### config.mk
export PLATFORM = sky130hd
export DESIGN_NAME = class_priority_task_queue_core
export DESIGN_NICKNAME = d
export VERILOG_FILES = /design/src/rtl/cptq_pkg.sv /design/src/rtl/cptq_store.sv /design/src/rtl/class_priority_task_queue_core.sv
export SDC_FILE = /design/constraint.sdc
export NUM_CORES = 2
export LEC_CHECK = 0
export ABC_AREA = 1
export BUFFER_PORTS_ARGS = -buffer_cell sky130_fd_sc_hd__buf_4
export CORE_MARGIN = 1
export CORE_UTILIZATION = 55
export CTS_CLUSTER_DIAMETER = 120
export DETAILED_ROUTE_END_ITERATION = 8
export PLACE_DENSITY = 0.71
export SLEW_MARGIN = 40
export SYNTH_ARGS = -nofsm -noshare
export SYNTH_HDL_FRONTEND = slang
export SYNTH_SLANG_ARGS = --single-unit
### constraint.sdc
create_clock -name clk -period 4.4 [get_ports clk]
set_clock_uncertainty 0.2 [all_clocks]
set_input_delay 0.66 -clock clk [delete_from_list [all_inputs] [get_ports clk]]
set_output_delay 0.66 -clock clk [all_outputs]
set_load 0.02 [all_outputs]
### src/rtl/cptq_pkg.sv
// shared types and constants of the class priority task queue
// used by the core, its tag memory and its port checker
package cptq_pkg;

  // field widths fixed by the stream format
  localparam int TAG_W      = 16;
  localparam int CLASS_W    = 3;
  localparam int OCC_W      = 5;
  localparam int IN_TDATA_W = 24;
  localparam int OUT_TDATA_W = 24;

  // default sizing
  localparam int DEF_CAPACITY    = 16;
  localparam int DEF_NUM_CLASSES = 5;

  // lowest service class, reported on results that carry no task
  localparam logic [CLASS_W-1:0] BACKGROUND = 3'd0;

  // item kind carried in tuser on the input side
  localparam logic FUNC_SUBMIT = 1'b0;
  localparam logic FUNC_TAKE   = 1'b1;

  // result status carried in tuser on the output side
  typedef enum logic [1:0] {
    ST_OK     = 2'd0,
    ST_EMPTY  = 2'd1,
    ST_FULL   = 2'd2,
    ST_PAUSED = 2'd3
  } status_t;

endpackage

### src/rtl/cptq_store.sv
// tag memory of the task queue: one write port, one registered read port
// depends on cptq_pkg for the tag width
module cptq_store #(
  parameter int DEPTH  = 80,
  parameter int ADDR_W = 7
) (
  input  logic                     clk,
  input  logic                     wr_en,
  input  logic [ADDR_W-1:0]        wr_addr,
  input  logic [cptq_pkg::TAG_W-1:0] wr_data,
  input  logic                     rd_en,
  input  logic [ADDR_W-1:0]        rd_addr,
  output logic [cptq_pkg::TAG_W-1:0] rd_data
);
  import cptq_pkg::*;

  logic [TAG_W-1:0] mem [DEPTH];

  // write port
  always_ff @(posedge clk) begin
    if (wr_en) begin
      mem[wr_addr] <= wr_data;
    end
  end

  // read port, registered
  always_ff @(posedge clk) begin
    if (rd_en) begin
      rd_data <= mem[rd_addr];
    end
  end

endmodule

### src/rtl/class_priority_task_queue_core.sv
// Strict-priority task queue with NUM_CLASSES service classes, first in first out inside a
// class, at most CAPACITY tasks in total. A submit word writes its tag into the tag memory
// and registers its result at once. A take that finds a task passes through S_READ while the
// registered read port of the tag memory delivers its tag; the block accepts no word while
// such a take waits for its read. A take on an empty queue registers its result at once, like
// a submit. A new word is accepted while the previous result is being taken from the output
// register, so a stream of submits runs at one word per cycle while the output does not
// stall. Tags live in one memory of NUM_CLASSES*CAPACITY entries (one ring per class); ring
// heads, tails and counts are registers, and the highest nonempty class is found by a
// priority encoder over the class counts. A submitted class above NUM_CLASSES-1 counts as
// NUM_CLASSES-1. The paused register drops every submit; takes are still served.
// depends on cptq_pkg and cptq_store
module class_priority_task_queue_core #(
  parameter int CAPACITY    = cptq_pkg::DEF_CAPACITY,
  parameter int NUM_CLASSES = cptq_pkg::DEF_NUM_CLASSES
) (
  input  logic                              clk,
  input  logic                              rst,
  // input stream
  input  logic                              s_tvalid,
  output logic                              s_tready,
  input  logic [cptq_pkg::IN_TDATA_W-1:0]   s_tdata,  // task_class[2:0], task_tag[18:3], zero
  input  logic                              s_tuser,  // func[0]
  // result stream
  output logic                              m_tvalid,
  input  logic                              m_tready,
  output logic [cptq_pkg::OUT_TDATA_W-1:0]  m_tdata,  // out_tag[15:0], out_class[18:16],
                                                      // occupancy[23:19]
  output logic [1:0]                        m_tuser,  // status[1:0]
  // paused register
  input  logic                              cfg_valid,
  output logic                              cfg_ready,
  input  logic                              cfg_data
);
  import cptq_pkg::*;

  localparam int CLS_W  = (NUM_CLASSES > 1) ? $clog2(NUM_CLASSES) : 1;
  localparam int IDX_W  = $clog2(CAPACITY);
  localparam int CNT_W  = $clog2(CAPACITY + 1);
  localparam int DEPTH  = NUM_CLASSES * CAPACITY;
  localparam int ADDR_W = $clog2(DEPTH);

  typedef enum logic [1:0] {
    S_IDLE = 2'b01,
    S_READ = 2'b10
  } state_t;

  state_t             state;
  logic               paused;
  logic [IDX_W-1:0]   heads  [NUM_CLASSES];
  logic [IDX_W-1:0]   tails  [NUM_CLASSES];
  logic [CNT_W-1:0]   counts [NUM_CLASSES];
  logic [CNT_W-1:0]   total;

  logic               out_valid;
  logic               out_valid_next;
  status_t            out_status;
  logic [TAG_W-1:0]   out_tag;
  logic [CLASS_W-1:0] out_class;
  logic [OCC_W-1:0]   out_occ;

  logic               in_acc;
  logic               is_take;
  logic [CLASS_W-1:0] in_class;
  logic [TAG_W-1:0]   in_tag;
  logic [CLS_W-1:0]   cls_sat;
  logic               any_task;
  logic [CLS_W-1:0]   pick;
  logic [IDX_W-1:0]   head_inc;
  logic [IDX_W-1:0]   tail_inc;
  logic               sub_ok;
  logic               take_hit;

  logic               wr_en;
  logic [ADDR_W-1:0]  wr_addr;
  logic               rd_en;
  logic [ADDR_W-1:0]  rd_addr;
  logic [TAG_W-1:0]   rd_data;

  // handshakes and field unpacking
  assign s_tready  = (state == S_IDLE) && (!out_valid || m_tready);
  assign in_acc    = s_tvalid && s_tready;
  assign is_take   = (s_tuser == FUNC_TAKE);
  assign in_class  = s_tdata[CLASS_W-1:0];
  assign in_tag    = s_tdata[CLASS_W +: TAG_W];
  assign cfg_ready = 1'b1;

  // clamp the submitted class to the top class
  always_comb begin
    if (int'(in_class) > NUM_CLASSES - 1) begin
      cls_sat = CLS_W'(NUM_CLASSES - 1);
    end else begin
      cls_sat = CLS_W'(in_class);
    end
  end

  // highest nonempty class
  always_comb begin
    any_task = 1'b0;
    pick     = '0;
    for (int c = 0; c < NUM_CLASSES; c++) begin
      if (counts[c] != '0) begin
        any_task = 1'b1;
        pick     = CLS_W'(c);
      end
    end
  end

  // ring index advance
  assign head_inc = (heads[pick] == IDX_W'(CAPACITY - 1)) ? '0 : heads[pick] + 1'b1;
  assign tail_inc = (tails[cls_sat] == IDX_W'(CAPACITY - 1)) ? '0 : tails[cls_sat] + 1'b1;

  // what the accepted word does to the queue
  assign sub_ok   = in_acc && !is_take && !paused && (total < CNT_W'(CAPACITY));
  assign take_hit = in_acc && is_take && any_task;

  // output register valid: held while stalled, set by a finished word
  always_comb begin
    out_valid_next = out_valid && !m_tready;
    if ((in_acc && !take_hit) || (state == S_READ)) begin
      out_valid_next = 1'b1;
    end
  end

  // tag memory accesses
  assign wr_en   = sub_ok;
  assign wr_addr = ADDR_W'(cls_sat) * ADDR_W'(CAPACITY) + ADDR_W'(tails[cls_sat]);
  assign rd_en   = take_hit;
  assign rd_addr = ADDR_W'(pick) * ADDR_W'(CAPACITY) + ADDR_W'(heads[pick]);

  cptq_store #(
    .DEPTH  (DEPTH),
    .ADDR_W (ADDR_W)
  ) u_store (
    .clk     (clk),
    .wr_en   (wr_en),
    .wr_addr (wr_addr),
    .wr_data (in_tag),
    .rd_en   (rd_en),
    .rd_addr (rd_addr),
    .rd_data (rd_data)
  );

  // control state: sequencer, ring pointers, counts, paused, output valid
  always_ff @(posedge clk) begin
    if (rst) begin
      state     <= S_IDLE;
      paused    <= 1'b0;
      total     <= '0;
      out_valid <= 1'b0;
      for (int c = 0; c < NUM_CLASSES; c++) begin
        heads[c]  <= '0;
        tails[c]  <= '0;
        counts[c] <= '0;
      end
    end else begin
      if (cfg_valid) begin
        paused <= cfg_data;
      end
      out_valid <= out_valid_next;
      case (state)
        S_IDLE: begin
          if (sub_ok) begin
            tails[cls_sat]  <= tail_inc;
            counts[cls_sat] <= counts[cls_sat] + 1'b1;
            total           <= total + 1'b1;
          end
          if (take_hit) begin
            heads[pick]  <= head_inc;
            counts[pick] <= counts[pick] - 1'b1;
            total        <= total - 1'b1;
            state        <= S_READ;
          end
        end
        S_READ: begin
          state <= S_IDLE;
        end
        default: begin
          state <= S_IDLE;
        end
      endcase
    end
  end

  // result payload
  always_ff @(posedge clk) begin
    if (in_acc) begin
      out_tag <= '0;
      if (is_take) begin
        if (any_task) begin
          out_status <= ST_OK;
          out_class  <= CLASS_W'(pick);
          out_occ    <= OCC_W'(total - 1'b1);
        end else begin
          out_status <= ST_EMPTY;
          out_class  <= BACKGROUND;
          out_occ    <= OCC_W'(total);
        end
      end else begin
        out_class <= BACKGROUND;
        if (paused) begin
          out_status <= ST_PAUSED;
          out_occ    <= OCC_W'(total);
        end else if (!sub_ok) begin
          out_status <= ST_FULL;
          out_occ    <= OCC_W'(total);
        end else begin
          out_status <= ST_OK;
          out_occ    <= OCC_W'(total + 1'b1);
        end
      end
    end else if (state == S_READ) begin
      out_tag <= rd_data;
    end
  end

  // output packing
  assign m_tvalid = out_valid;
  assign m_tdata  = {out_occ, out_class, out_tag};
  assign m_tuser  = out_status;

endmodule

==> metrics.cfg <==
[cts]
post_cts.repair.setup_buffers = 0
clkLatencyLatePin_ns = 0.74
numCtsBuffers = 140
cts_max_level = 4
cts_hold_buf = 5
cts_sinks = 1396
clk_pin_slew_ns = 0.06
cts-resized-gates = 0
cts_tree = done
clk_path_buf_depth = 3
cts_root_buf = clkbuf_16

[synth]
synth-main-ff-cell = edfxtp_1
synth-edff-count = 1371
yosysWarnings = 0
syn_area_per_cell_um2 = 11.6
synthCells = 5114
ys_seq_area_share_pct = 70.5
synth_seq_cells = 1396
synth_fp_nets = 5151
async_flop_share_pct = 0
netlist_area_um2 = 59100
synth_cell_types = 47

[sta]
slew_headroom_pct = 40.4
worstMarginPinSlew_ns = 0.893
finalSetupViolations = 0
tns_ns = 0
period_share_pct = 89.3
fmax_mhz = 255
grt_setup_unrepaired = no
fin_crit_ns = 3.93
finalMaxSlewViolations = 0
finalHoldViolCount = 0

[detailed_routing]
viasPerCell = 5.81
drc = 0
dr_total_vias = 38900
ant_nets = 0
wirelength_um = 147000
detail_route.wl_per_cell_um = 22.0
dr.pass1.iters = 6
drtIter0Drc = 4633

[power_and_ir_drop]
internal-power_w = 0.0222
seqPwrFrac_pct = 50.3
p_sw_share_pct = 24.4
p_leak_nw = 24.5
power.share.clock_pct = 39.2
p_switching_w = 0.00713
power_density_nw_per_um2 = 443
combPwrFrac_pct = 10.5
ir_worst_vdd_mv = 0.415

[setup_path]
reg2reg_slack_ns = 0.47
cp_max_fo = 130
critPathRequiredTime_ns = 4.69
slowest_delay_ns = 0.42
cp_common_cell = nor2_1
slowest_stage = edfxtp_1
crit_arrival_ns = 4.22
critPathKind = reg2reg
cp-end-kind = register
cp-start-kind = register
path_cells = nor2_1, nand4_1, buf_4, a21oi_2, nand2_1, nand2_8, buf_12, buf_12, nand3b_1, nand3_1, nand3_1, nand3_1, nand2_1, nor2_1, nor2_1, nor2_1, nor2_1

[run_status]
outcome = complete, no violations

[final_layout]
layout.nets = 5222
final_common_cell = edfxtp_1
layout_common_cells = edfxtp_1, nand2_1, nand3_1, inv_1, nor2_1
area_growth_pct = 11.7
final_cells = 6690
drive_gt1_share_pct = 8.98

[global_route]
grt_overflow = 0
gr-usage-all-layers_pct = 27.0
grt_pass1_wl_um = 220000
antenna_found_initial = 3
grt_pass1_vias = 36700
grt_max_degree = 153

[place]
gp_congestion = 0.901
portBuffers = 53
hpwl_um = 84000
dp_cells = 6429

[floorplan]
io_pins = 60
start_util_pct = 55.9
die_w_um = 330
rows = 119
core_area_um2 = 106000
die_area_um2 = 109000
die_y_um = 330

[hold_path]
holdCritPathClass = in2reg

[run]
maxCapViolCount = 0

-- critical path, delay by kind of cell (launching register included) --
family,cells,cell delay [ns]
buffers and inverters,3,0.92
DFF,1,0.42
and+or+nand+nor,13,1.57
AOI/OAI and AO/OA,1,0.12
-- sequential cells by signal, indices dropped and copies added, names as in the netlist --
register and cells:
u_store.mem 1280, counts 25, heads 20, tails 20, out_tag 16, u_store.rd_data 16
out_occ 5, total 5, out_class 3, m_tuser 2, state 2, m_tvalid 1
paused 1
-- power groups by stage --
| stage | registers [W] | clock network [W] | logic, W |
|---|---|---|---|
| floorplan | 0.0150 | 0 | 0.00185 |
| global placement | 0.0150 | 0 | 0.00296 |
| detailed placement | 0.0150 | 0 | 0.00303 |
| CTS | 0.0147 | 0.0116 | 0.00305 |
| global route | 0.0147 | 0.0121 | 0.00335 |
| finish | 0.0147 | 0.0115 | 0.00309 |
-- cells by family (layout without fill, tap and decap cells) --
kind of cell	count (synthesis)	count (layout)	synth area share (%)
compound gates	730	730	6.94
xor+xnor	6	6	0.0889
fa+ha+maj	6	6	0.127
buf+inv	882	1066	6.12
flops	1396	1396	70.5
mux	16	16	0.305
other cells	1	2	0.00634
simple gates	2077	2077	15.9
-- cells in the mapped netlist, types with 4 or more instances --
master    instances  area, um^2
nor2_2            6        37.5
buf_4            21         158
buf_6             7        78.8
or2_2             5        31.3
nand3b_1        169        1270
inv_2             9        33.8
clkbuf_1        121         454
mux2_2           16         180
o211ai_1        152        1140
nor2_4            4        45.0
xor2_1            5        43.8
a21oi_1         205        1030
edfxtp_1       1371       41200
inv_1           566        2120
nand3_1         681        3410
ha_1              6        75.1
nand2_1         744        2790
buf_1            19        71.3
nand2_2           4        25.0
o21ai_0         262        1310
dfxtp_1          25         500
nand4_1           8        50.1
nor2_1          442        1660
o22ai_1           8        50.1
nor3_1            6        30.0
o21ai_1          82         410
buf_2           134         671
-- final cells by class --
cell class / instances / area [um^2]
Sequential cell: 1396 / 41700
Fill cell: 7824 / 39800
Multi-Input combinational cell: 2836 / 13900
Clock buffer: 187 / 3850
Inverter: 578 / 2190
Timing Repair Buffer: 233 / 2170
Tap cell: 1391 / 1740
Clock inverter: 68 / 554
Antenna cell: 1 / 2.50
-- metal layers --
| metal | global-route usage, % | up-vias | part of all wire (%) |
|---|---|---|---|
| met5 | 0 | - | 0.0048 |
| met4 | 11.2 | 2 | 3.7 |
| met3 | 4.26 | 291 | 8.5 |
| met2 | 42.2 | 1779 | 47 |
| met1 | 37.9 | 18800 | 41 |
| li1 | - | 18000 | - |
-- metrics by stage --
step	hold slack (ns)	cell area (um^2)	total power, W	utilization, %	setup WS, ns
final	0.0722	66100	0.0293	62.4	0.471
after global routing	0.0732	66100	0.0302	62.4	0.129
after CTS	0.0343	66100	0.0294	62.4	0.472
after detailed placement	0.347	61600	0.0180	58.2	0.482
after global placement	0.334	61500	0.0180	58.1	0.524
after floorplan	0.324	59100	0.0169	-	0.672
-- path summary, 6_finish.rpt --
kind	startpoint	endpoint	cells past startpoint
worst max-delay path	counts[3][1]	u_store.rd_data[13]	17
worst min-delay path	s_tuser	out_class[2]	3
worst max register to register	counts[3][1]	u_store.rd_data[13]	17
worst min register to register	u_store.rd_data[15]	out_tag[15]	3
No activity file was read; power rests on OpenSTA's default activity.
